==> config.mk <==
export PLATFORM = sky130hd
export DESIGN_NAME = apu_ctrl
export DESIGN_NICKNAME = d
export VERILOG_FILES = /design/src/design/assert_macros.svh /design/src/design/apu_pkg.sv /design/src/design/apu_ctrl.sv
export SDC_FILE = /design/constraint.sdc
export NUM_CORES = 1
export LEC_CHECK = 0
export BUFFER_PORTS_ARGS = -buffer_cell sky130_fd_sc_hd__buf_2
export CAP_MARGIN = 25
export CORE_AREA = 2 2 39 41
export CTS_BUF_LIST = sky130_fd_sc_hd__clkbuf_8
export CTS_CLUSTER_SIZE = 28
export DETAILED_ROUTE_END_ITERATION = 8
export DIE_AREA = 0 0 41 43
export GPL_ROUTABILITY_DRIVEN = 0
export PLACE_DENSITY = 0.8
export SYNTH_ARGS = -nofsm -noshare
export SYNTH_HDL_FRONTEND = slang
export SYNTH_SLANG_ARGS = --single-unit
==> constraint.sdc <==
create_clock -name clk_i -period 2.3 [get_ports clk_i]
set_clock_uncertainty 0.1 [all_clocks]
set_input_delay 0.115 -clock clk_i [delete_from_list [all_inputs] [get_ports clk_i]]
set_output_delay 0.115 -clock clk_i [all_outputs]
set_load 0.01 [all_outputs]
==> src/design/assert_macros.svh <==
`ifndef ASSERT_MACROS_SVH
`define ASSERT_MACROS_SVH

// concurrent check on clk_i, muted while rst_ni is low
`define APU_ASSERT(lbl, prop, msg) \
  lbl: assert property (@(posedge clk_i) disable iff (!rst_ni) prop) else $error(msg);

// concurrent check on clk_i that also holds through reset
`define APU_ASSERT_ALWAYS(lbl, prop, msg) \
  lbl: assert property (@(posedge clk_i) prop) else $error(msg);

`endif

==> src/design/apu_pkg.sv <==
`default_nettype none

package apu_pkg;

  // vector and index geometry
  localparam int unsigned VectorLengthDef = 16;
  localparam int unsigned IdxW            = 4;

  // configuration register indexes
  localparam int unsigned CfgIdxW = 2;
  localparam logic [CfgIdxW-1:0] CFG_STEP_RATE    = 2'd0;
  localparam logic [CfgIdxW-1:0] CFG_FIRST_DECAY  = 2'd1;
  localparam logic [CfgIdxW-1:0] CFG_SECOND_DECAY = 2'd2;
  localparam logic [CfgIdxW-1:0] CFG_STABILIZER   = 2'd3;

  // configuration reset values
  localparam logic [23:0] StepRateRst    = 24'd167772;
  localparam logic [23:0] FirstDecayRst  = 24'd15099494;
  localparam logic [23:0] SecondDecayRst = 24'd16760439;
  localparam logic [31:0] StabilizerRst  = 32'd43;

  // fixed point helpers
  localparam logic [24:0] OneQ24  = 25'h1000000;
  localparam int unsigned HalfQ24 = 2 ** 23;

  // divide / square root unit geometry
  localparam int unsigned NumW = 88;
  localparam int unsigned DenW = 49;
  localparam int unsigned RemW = 50;
  localparam int unsigned CntW = 7;
  localparam logic [CntW-1:0] DivMSteps = 7'd56;
  localparam logic [CntW-1:0] DivVSteps = 7'd88;
  localparam logic [CntW-1:0] SqrtSteps = 7'd32;
  localparam logic [CntW-1:0] DivQSteps = 7'd88;

  // multiplier operations, in issue order
  typedef enum logic [3:0] {
    MUL_NONE,
    MUL_P1,
    MUL_P2,
    MUL_M1,
    MUL_M2,
    MUL_GSQ,
    MUL_V1,
    MUL_V2,
    MUL_V3,
    MUL_V4,
    MUL_N1,
    MUL_N2
  } mul_op_e;

  // jobs for the divide / square root unit
  typedef enum logic [1:0] {
    DSU_DIV_M,
    DSU_DIV_V,
    DSU_SQRT,
    DSU_DIV_Q
  } dsu_op_e;

  typedef struct packed {
    logic    load;
    mul_op_e mul_op;
    logic    dsu_start;
    dsu_op_e dsu_op;
    logic    out_load;
  } apu_cmd_t;

  typedef struct packed {
    logic idx_zero;
    logic idx_out;
    logic mul_busy;
    logic dsu_done;
  } apu_stat_t;

endpackage

`default_nettype wire

==> src/design/apu_ctrl.sv <==
`default_nettype none

module apu_ctrl (
  input  logic               clk_i,
  input  logic               rst_ni,
  input  logic               in_valid_i,
  output logic               in_ready_o,
  output logic               out_valid_o,
  input  logic               out_ready_i,
  input  apu_pkg::apu_stat_t stat_i,
  output apu_pkg::apu_cmd_t  cmd_o
);

  localparam logic [2:0] ST_IDLE  = 3'd0;
  localparam logic [2:0] ST_MUL_A = 3'd1;
  localparam logic [2:0] ST_DIV_M = 3'd2;
  localparam logic [2:0] ST_DIV_V = 3'd3;
  localparam logic [2:0] ST_SQRT  = 3'd4;
  localparam logic [2:0] ST_MUL_N = 3'd5;
  localparam logic [2:0] ST_DIV_Q = 3'd6;
  localparam logic [2:0] ST_FIN   = 3'd7;

  logic [2:0]        state_q, state_d;
  apu_pkg::mul_op_e  op_q, op_d, op_next;
  logic              out_valid_q, out_valid_d;

  // multiply sequence order
  always_comb begin
    case (op_q)
      apu_pkg::MUL_P1:  op_next = apu_pkg::MUL_P2;
      apu_pkg::MUL_P2:  op_next = apu_pkg::MUL_M1;
      apu_pkg::MUL_M1:  op_next = apu_pkg::MUL_M2;
      apu_pkg::MUL_M2:  op_next = apu_pkg::MUL_GSQ;
      apu_pkg::MUL_GSQ: op_next = apu_pkg::MUL_V1;
      apu_pkg::MUL_V1:  op_next = apu_pkg::MUL_V2;
      apu_pkg::MUL_V2:  op_next = apu_pkg::MUL_V3;
      apu_pkg::MUL_V3:  op_next = apu_pkg::MUL_V4;
      apu_pkg::MUL_N1:  op_next = apu_pkg::MUL_N2;
      default:          op_next = apu_pkg::MUL_NONE;
    endcase
  end

  // sequencer
  always_comb begin
    state_d      = state_q;
    op_d         = op_q;
    out_valid_d  = out_valid_q && !out_ready_i;
    cmd_o        = '0;
    cmd_o.mul_op = apu_pkg::MUL_NONE;
    cmd_o.dsu_op = apu_pkg::DSU_DIV_M;
    case (state_q)
      ST_IDLE: begin
        if (in_valid_i) begin
          cmd_o.load = 1'b1;
          if (stat_i.idx_out) begin
            state_d = ST_FIN;
          end else begin
            state_d = ST_MUL_A;
            op_d    = stat_i.idx_zero ? apu_pkg::MUL_P1 : apu_pkg::MUL_M1;
          end
        end
      end
      ST_MUL_A: begin
        cmd_o.mul_op = op_q;
        if (op_q != apu_pkg::MUL_NONE) begin
          op_d = op_next;
        end else if (!stat_i.mul_busy) begin
          cmd_o.dsu_start = 1'b1;
          cmd_o.dsu_op    = apu_pkg::DSU_DIV_M;
          state_d         = ST_DIV_M;
        end
      end
      ST_DIV_M: begin
        if (stat_i.dsu_done) begin
          cmd_o.dsu_start = 1'b1;
          cmd_o.dsu_op    = apu_pkg::DSU_DIV_V;
          state_d         = ST_DIV_V;
        end
      end
      ST_DIV_V: begin
        if (stat_i.dsu_done) begin
          cmd_o.dsu_start = 1'b1;
          cmd_o.dsu_op    = apu_pkg::DSU_SQRT;
          state_d         = ST_SQRT;
        end
      end
      ST_SQRT: begin
        if (stat_i.dsu_done) begin
          op_d    = apu_pkg::MUL_N1;
          state_d = ST_MUL_N;
        end
      end
      ST_MUL_N: begin
        cmd_o.mul_op = op_q;
        if (op_q != apu_pkg::MUL_NONE) begin
          op_d = op_next;
        end else if (!stat_i.mul_busy) begin
          cmd_o.dsu_start = 1'b1;
          cmd_o.dsu_op    = apu_pkg::DSU_DIV_Q;
          state_d         = ST_DIV_Q;
        end
      end
      ST_DIV_Q: begin
        if (stat_i.dsu_done) begin
          state_d = ST_FIN;
        end
      end
      ST_FIN: begin
        if (!out_valid_q || out_ready_i) begin
          cmd_o.out_load = 1'b1;
          out_valid_d    = 1'b1;
          state_d        = ST_IDLE;
        end
      end
      default: state_d = ST_IDLE;
    endcase
  end

  always_ff @(posedge clk_i or negedge rst_ni) begin
    if (!rst_ni) begin
      state_q     <= ST_IDLE;
      op_q        <= apu_pkg::MUL_NONE;
      out_valid_q <= 1'b0;
    end else begin
      state_q     <= state_d;
      op_q        <= op_d;
      out_valid_q <= out_valid_d;
    end
  end

  assign in_ready_o  = (state_q == ST_IDLE);
  assign out_valid_o = out_valid_q;

endmodule

`default_nettype wire

==> results of run 1 <==
==> final timing paths <==
check / slack [ps] / start / end
max in group asynchronous: 1780 / rst_ni / op_q[1]
min reg2reg: 420 / out_valid_o / out_valid_o
min in group asynchronous: 170 / rst_ni / state_q[0]
max reg2reg: 410 / state_q[0] / op_q[1]
max: 340 / op_q[0] / cmd_o[2]
min: 100 / out_ready_i / out_valid_o
==> layout by cell type, fill, tap and decap left out <==
master and n:
buf_2 18, nor2_1 8, dfrtp_1 8, inv_1 6, o21ai_0 6, nand2_1 5, nor3_1 5, nand3_1 5
a21oi_1 5, ha_1 4, nand3b_1 3, a32o_1 3, a31oi_1 3, clkbuf_8 3, nor2b_1 2, and2_1 2
xor2_1 2, mux2_1 2, buf_4 2, nor4b_2 1, nand2b_1 1, or3b_1 1, a21oi_2 1, nand2_2 1
mux2i_1 1, o221ai_1 1, a311oi_1 1, o32ai_1 1, dlygate4sd3_1 1
==> stage by stage <==
stage / hold slack (ps) / worst slack, ps / instance area [µm²] / power, W
3_5_place_dp: -140.4 / 418.4 / 763.2 / 0.0009595
3_3_place_gp: -145.0 / 451.4 / 763.2 / 0.0009384
5_1_grt: 143.2 / 193.0 / 820.8 / 0.001238
6_report: 99.52 / 342.4 / 820.8 / 0.001128
2_1_floorplan: -280.6 / 581.5 / 670.6 / 0.0007883
4_1_cts: 95.31 / 165.7 / 814.5 / 0.001126
==> tightest hold or removal path: stages <==
cell	delay (ps)
buf_2	90
nand2b_1	120
nand2_1	60
==> what timing repair did <==
item | in CTS | in global routing
gates resized for setup | 0 | 1
endpoints found under the setup margin | 0 | 1
setup buffers | 0 | 0
hold buffers | 1 | 0
hold endpoints to repair | 8 | 0
==> per-layer routing <==
layer | wire [µm] | vias to the layer above
li1 | - | 335
met2 | 721 | 13
met5 | 0 | -
met4 | 32 | 0
met3 | 44 | 4
met1 | 709 | 308
==> cell families (layout without fill, tap and decap cells) <==
logic type	Yosys count	count (layout)
compound gates	21	21
xor+xnor	2	2
fa+ha+maj	4	4
buf+inv	12	30
flops	8	8
mux	3	3
simple gates	34	34
==> sequential cells by signal, summed over array words and instances, names as in the netlist <==
| name | cells |
|---|---|
| out_valid_o | 1 |
| op_q | 4 |
| state_q | 3 |
==> where the power goes <==
part | leakage, nW | switching (W) | total [W] | internal (W)
clock network | 0.0216 | 0.0000474 | 0.000160 | 0.000113
logic | 0.288 | 0.000381 | 0.000673 | 0.000292
registers | 0.0964 | 0.0000881 | 0.000295 | 0.000207
total | 0.406 | 0.000516 | 0.00113 | 0.000612
==> area by class of cell <==
| type | instances | area [µm²] |
|---|---|---|
| clock buffers | 3 | 41.29 |
| fillers | 135 | 563.0 |
| inverters | 6 | 22.52 |
| multi-input cells | 64 | 421.7 |
| flip-flops and latches | 8 | 200.2 |
| well taps | 16 | 20.02 |
| repair buffers | 21 | 115.1 |
==> flow_summary.toml, run 1 <==
[placed_design]
portBuffers = 18
dp_cells = 114
hpwl_um = 1142

[sta]
setup_viol = 0
clock.fmax_mhz = 510.8
hold_viol_final = 0
rsz0062_at_grt = "false"
slew_headroom_pct = 67.88
setup_tns_ps = 0
tightest_slew_ps = 481.8
drv_slew = 0
min_period_ps = 1958
fin_crit_sh_pct = 85.11

[synthesis]
synth_top_area_cell = "dfrtp_1"
yosys.area_share.simple_pct = 26.31
netlist_area_um2 = 670.6
synth-compound-area-share_pct = 20.71
yosysWarnings = 0
netlist_instances = 84
async_flop_share_pct = 100.0
synth_fa_ha_area_share_pct = 7.463
ys_types = 29
synth.top_cells.by_count = "dfrtp_1 (8), nor2_1 (8), inv_1 (6), o21ai_0 (6)"
synth_top_area_share_pct = 29.85
synthXorXnorAreaFrac_pct = 2.612
syn_avg_cell_area_um2 = 7.984
synth_enable_flop_cells = 0
syn-num-nets = 96
synth_top_cells_by_area = "dfrtp_1 (30%), ha_1 (7.5%), a32o_1 (4.5%)"
yosysSeqAreaShare_pct = 29.85
synth_top_family_by_area = "simple AND/OR/NAND/NOR gates"
synthMuxAreaShare_pct = 4.851
synth_ff_type = "dfrtp_1"
ys_ff_latch = 8

[setup_path]
worstSetupPathDepth = 6
start_kind = "flop"
critPathKind = "flop to primary output"
slowest_delay_ps = 390
cp.required_ps = 2090
crit_arrival_ps = 1740
cp_top_family = "simple AND/OR/NAND/NOR gates"
worst-path-buf-inv = 2
cp-end-kind = "primary output"
rr_worst_depth = 4
slowest_stage = "dfrtp_1"
critPathMaxFanout = 6
path_cells = "inv_1 > ha_1 > nor4b_2 > nand3b_1 > a21oi_1 > buf_2"

[drt]
antenna_left = 0
totalWireLength_um = 1507
drtIter0Drc = 11
wl_per_cell_um = 12.77
via_per_inst = 5.593
vias = 660
drc = 0
firstDrtPassIters = 3

[floorplanning]
rows = 14
io_pins = 19
die-height_um = 43
initial_core_util_pct = 48.46
core_area_um2 = 1384
dieArea_um2 = 1763
die_x_um = 41

[cells_and_area]
layout.nets = 116
fin_util_pct = 59.31
drive_above_1_share_pct = 25.49
fin_cells = 118
insertedDiodeCount = 0
syn_to_final_growth_pct = 22.39

[worst_hold_path]
min_delay_path_depth = 3
hp-class = "primary input to flop"

[global_routing]
grt_pass1_vias = 561
grt_max_degree = 18
met3_usage_pct = 1.571
grt.busiest_layer = "met2"
grt_overflow_total = 0
grt_pass1_wl_um = 2408
grt.met2_usage_pct = 30.31
grt.total_usage_pct = 20.37
antenna_found_initial = 0
met1_usage_pct = 27.61

[clock_tree]
clock_sinks = 8
cts_max_level = 1
numCtsBuffers = 3
cts_max_path_buffers = 2
clkLatencyLatePin_ps = 220
cts.clk_slew.worst_paths_ps = 40
cts_tree = "yes"
root_buffer = "clkbuf_8"

[status]
status = "finished, final reports clean"

[power]
p_leak_nw = 0.4058
p_per_area_nw_per_um2 = 1374
peakVddDrop_uv = 672.3

[run]
drv_cap = 0
Power figures use the tool's default switching activity.
==> run 2: changes to the inputs <==
Settings changed: ABC_AREA set to 1, CORE_AREA 2 2 39 41 to not set, CORE_MARGIN set to 2, CORE_UTILIZATION set to 55, DIE_AREA 0 0 41 43 to not set, GPL_ROUTABILITY_DRIVEN 0 to not set, MAX_ROUTING_LAYER set to met4, PLACE_DENSITY 0.8 to 0.83.
==> run 2 against run 1 <==
Compared with the run above: final area rose by 18%; synthesized cell count is 42% higher; register-to-register slack improved by 290 ps; combinational power rose by 33%; flip-flop and latch count unchanged; sequential power up 26%; sequential share of layout area is 3.6 points lower; global-route usage rose by 2.7 points.
==> flow_summary.toml, run 2 <==
[placed_design]
dpl_cell_area_um2 = 913.4
portBuffers = 18
place.gp.congestion = 0.9205
hpwl_um = 1442
dp_cells = 149

[drt]
wl_per_cell_um = 11.18
totalWireLength_um = 1710
via_per_inst = 5.294
drc = 0
antenna_left = 0
firstDrtPassIters = 4
vias = 810
drtIter0Drc = 18

[floorplanning]
die-height_um = 42.98
rows = 14
initial_core_util_pct = 56.80
core_area_um2 = 1471
io_pins = 19
die_x_um = 42.98
dieArea_um2 = 1847

[synthesis]
synth_top_area_cell = "dfrtp_1"
synth-compound-area-share_pct = 8.832
synth_enable_flop_cells = 0
synthMostInstantiatedCell = "nand2_1"
yosysWarnings = 0
ys_ff_latch = 8
synthMuxAreaShare_pct = 0
synth_fa_ha_area_share_pct = 5.988
netlist_instances = 119
synth.top_cells.by_count = "nand2_1 (32), nand3_1 (15), inv_1 (12)"
synth_ff_type = "dfrtp_1"
synthXorXnorAreaFrac_pct = 0
yosysSeqAreaShare_pct = 23.95
synth_top_area_share_pct = 23.95
netlist_area_um2 = 835.8
syn_avg_cell_area_um2 = 7.024
async_flop_share_pct = 100.0
syn-num-nets = 131
synth_top_family_by_area = "simple AND/OR/NAND/NOR gates"
yosys.area_share.simple_pct = 49.55
synth_top_cells_by_area = "dfrtp_1 (24%), nand2_1 (14%), nand3_1 (9.0%)"
ys_types = 25

[setup_path]
cp-end-kind = "primary output"
critPathKind = "flop to primary output"
cp-endpoint = "cmd_o[2]"
r2r-end = "state_q[1]"
startpoint = "state_q[1]"
rrSetupSlack_ps = 700
critPathMaxFanout = 9
cp.required_ps = 2090
start_kind = "flop"
crit_arrival_ps = 1670
rr_worst_depth = 9
rr_startpoint = "op_q[0]"

[power]
pwr-share-clk_pct = 11.4
switching_share_pct = 53.26
power.combinational.fraction_pct = 62.7
p_seq_share_pct = 25.9
peakVddDrop_uv = 854.2
p_per_area_nw_per_um2 = 1484
switchingPower_w = 0.0007626
p_leak_nw = 0.5512
p_int_w = 0.0006693

[clock_tree]
root_buffer = "clkbuf_8"
post_cts_resized = 0
cts_max_path_buffers = 2
holdBufCountCts = 1
cts_tree = "yes"
cts.clk_slew.worst_paths_ps = 40
cts_max_level = 1
clkLatencyLatePin_ps = 230
postCtsSetupBuffers = 0
clock_sinks = 8
numCtsBuffers = 3

[sta]
tightest_slew_ps = 615.4
fin_crit_sh_pct = 82.02
drv_slew = 0
rsz0062_at_grt = "false"
hold_viol_final = 0
setup_tns_ps = 0
setup_viol = 0
min_period_ps = 1886
hold-worst-slack_ps = 91.73
clock.fmax_mhz = 530.1
slew_headroom_pct = 58.98

[run]
drv_cap = 0

[status]
status = "finished, final reports clean"

[cells_and_area]
layout_commonest_cell = "nand2_1"
fin_cells = 153
fillers = 149
final_cell_mix = "nand2_1 (32), buf_2 (18), nand3_1 (15)"
syn_to_final_growth_pct = 15.42
largest-register = "op_q"
drive_above_1_share_pct = 32.12
layout.nets = 151
regArea_um2 = 200.2
insertedDiodeCount = 0
largest_reg_flops = 4
multi_input_area_um2 = 538.0
fin_area_um2 = 964.7

[global_routing]
grt_pass1_wl_um = 3187
antenna_found_initial = 0
grt.total_usage_pct = 23.06
grt_overflow_total = 0
grt_max_degree = 10
grt_pass1_vias = 799

[worst_hold_path]
hp-class = "primary input to flop"
==> run 2: cell type report <==
cell class | instances | share of cell area [%]
inverters | 16 | 6.744
repair buffers | 19 | 10.38
flip-flops and latches | 8 | 20.75
well taps | 16 | 2.075
clock buffers | 3 | 4.280
multi-input cells | 91 | 55.77
==> run 2: logic make-up after synthesis <==
family | after synthesis
buffers and inverters | 20
AND/OR/NAND/NOR | 76
AO/OA/AOI/OAI | 11
adder cells (fa/ha/maj) | 4
flip-flops | 8
==> run 2: worst min-delay path by stage <==
stage / from / to / slack [ps] / cells past startpoint
floorplan: rst_ni / op_q[0] / -280 / 0
global placement: rst_ni / op_q[1] / -140 / 1
detailed placement: rst_ni / op_q[1] / -140 / 1
CTS: out_ready_i / out_valid_o / 90 / 4
global route: out_ready_i / out_valid_o / 130 / 4
finish: out_ready_i / out_valid_o / 90 / 4
==> run 2: stage by stage <==
stage	setup slack, ps	util, %	total power, W
floorplan	860.8	-	0.001103
global placement	721.8	62.07	0.001239
detailed placement	657.8	62.07	0.001268
CTS	419.2	65.56	0.001435
global route	317.7	65.56	0.001589
finish	413.6	65.56	0.001432
==> run 2: routing by layer <==
metal / global-route usage [%] / vias up / share of wire (%)
li1: - / 413 / -
met5: - / - / 0
met3: 5.532 / 4 / 2.8
met2: 41.52 / 14 / 53
met1: 25.00 / 379 / 43
met4: 6.667 / 0 / 1.5
==> run 2: critical path: stages, from the launching register on <==
cell and delay, ps:
dfrtp_1 590, inv_4 170, nand2_4 100, nor2_2 220, nand2_1 100, o21ai_0 100
buf_2 160
==> run 2: power groups by stage <==
stage,clock network [W],logic [W],registers [W]
floorplan,0,0.000839,0.000264
global placement,0,0.000871,0.000367
detailed placement,0,0.000897,0.000371
CTS,0.000165,0.000901,0.000370
global route,0.000177,0.00102,0.000388
finish,0.000163,0.000898,0.000371
==> run 3: changes to the inputs <==
Settings changed: CORE_UTILIZATION 55 to 50, PLACE_DENSITY 0.83 to 0.8.
Clock period 2.3 ns to 1.55 ns, I/O delays scaled along.
==> run 3 against run 2 <==
Compared with the run above: hold slack worse by 37 ps; critical path depth is 1 higher; global-route usage rose by 0.46 points; critical endpoint is now cmd_o[3]; largest power group unchanged.
==> flow_summary.toml, run 3 (synthesis results as in run 2) <==
[setup_path]
crit_path_frequent_cell = "inv_2"
slowest_stage = "dfrtp_1"
critPathKind = "flop to primary output"
critPathMaxFanout = 2
cp-end-kind = "primary output"
start_kind = "flop"
path_cells = "inv_2 > ha_4 > inv_2 > nor2_4 > nand3_2 > o32ai_2 > buf_2"
cp.required_ps = 1370
crit_arrival_ps = 1360
rr_worst_depth = 7
slowest_delay_ps = 380

[cells_and_area]
largest-register = "op_q"
fin_util_pct = 73.86
largest_reg_flops = 4
fin_area_um2 = 1139
insertedDiodeCount = 0
syn_to_final_growth_pct = 36.23
layout.nets = 164
drive_above_1_share_pct = 48.67
final_cell_mix = "nand2_1 (31), buf_2 (18), nand3_1 (13)"
layout_commonest_cell = "nand2_1"

[drt]
met2_wirelength_um = 1127
drt-met1-wl_um = 824
antenna_left = 0
vias = 876
totalWireLength_um = 2056
drtIter0Drc = 25
top_layer_used = "met4"
drc = 0
wl_per_cell_um = 12.39
via_per_inst = 5.277
firstDrtPassIters = 4
route.met3.wl_um = 71

[floorplanning]
dieArea_um2 = 2015
die-height_um = 44.89
core_area_um2 = 1541
die_x_um = 44.89
rows = 14
initial_core_util_pct = 54.22
io_pins = 19

[clock_tree]
clkLatencyLatePin_ps = 220
cts_tree = "yes"
cts_max_level = 1
cts_max_path_buffers = 2
numCtsBuffers = 3
root_buffer = "clkbuf_8"
clock_sinks = 8
cts.clk_slew.worst_paths_ps = 40

[sta]
clock.fmax_mhz = 651.1
tightest_slew_ps = 279.0
hold_viol_final = 0
setup_viol = 0
rsz0062_at_grt = "true"
drv_slew = 0
slew_headroom_pct = 81.40
setup_tns_ps = 0
fin_crit_sh_pct = 99.09
min_period_ps = 1536

[placed_design]
place.gp.congestion = 0.8782
hpwl_um = 1538
portBuffers = 18
dpl_cell_area_um2 = 965.9

[global_routing]
grt_pass1_vias = 823
grt_overflow_total = 0
grt_max_degree = 10
grt.total_usage_pct = 23.52
antenna_found_initial = 0
grt_pass1_wl_um = 3381

[power]
power_w = 0.002620
p_leak_nw = 0.6150
peakVddDrop_uv = 1211
p_per_area_nw_per_um2 = 2301

[status]
status = "finished, final reports clean"

[run]
drv_cap = 0

[worst_hold_path]
min_delay_path_depth = 4
hp-class = "primary input to flop"
run 3: cell types whose count changed in the layout (fill, tap and decap cells not counted), sizes merged:
cell  previous run  this run
buf             18        31
run 3: worst max-delay path: cells and delay by family, from the launching register on:
family	cells	cell delay [ps]
buffers and inverters	3	300
AO/OA/AOI/OAI	1	130
flip-flops	1	380
AND/OR/NAND/NOR	2	180
adder cells (fa/ha/maj)	1	150
run 3: path summary, 6_finish.rpt:
path                             start           to  slack, ps
min reg2reg                out_valid_o  out_valid_o        450
min in group asynchronous       rst_ni   state_q[2]        130
max reg2reg                 state_q[0]   state_q[0]        100
min                        out_ready_i  out_valid_o         60
max                            op_q[0]     cmd_o[3]         10
max in group asynchronous       rst_ni      op_q[3]       1040
run 3: stage by stage:
stage	worst slack (ps)	hold WS (ps)	instances
2_1_floorplan	110.8	-318.1	119
3_3_place_gp	129.7	-175.9	156
3_5_place_dp	66.79	-172.8	156
4_1_cts	0.9318	52.46	163
5_1_grt	-36.58	79.53	166
6_report	14.04	55.18	166
run 3: layer usage:
metal	GRT usage (%)	up-vias
met3	7.200	4
met2	40.00	20
met4	6.471	0
met1	26.75	415
li1	-	437
met5	-	-
run 3: final cells by class:
type	instances	area, µm²
Tap cell	16	20.02
Timing Repair Buffer	32	205.2
Fill cell	134	402.9
Sequential cell	8	203.9
Inverter	16	67.56
Clock buffer	3	41.29
Multi-Input combinational cell	91	600.6
run 3: power breakdown:
part | switching [W] | internal, W | total [W]
Combinational | 0.00110 | 0.000807 | 0.00191
Sequential | 0.000147 | 0.000321 | 0.000468
Clock | 0.0000740 | 0.000168 | 0.000242
run 3: repair_timing:
| item | in CTS | in global routing |
|---|---|---|
| endpoints found under the hold margin | 8 | 0 |
| setup endpoints to repair | 3 | 9 |
| setup buffers | 3 | 3 |
| cloned | 0 | 0 |
| resized for setup | 12 | 12 |
| hold buffers | 1 | 0 |
| pin swaps | 4 | 9 |
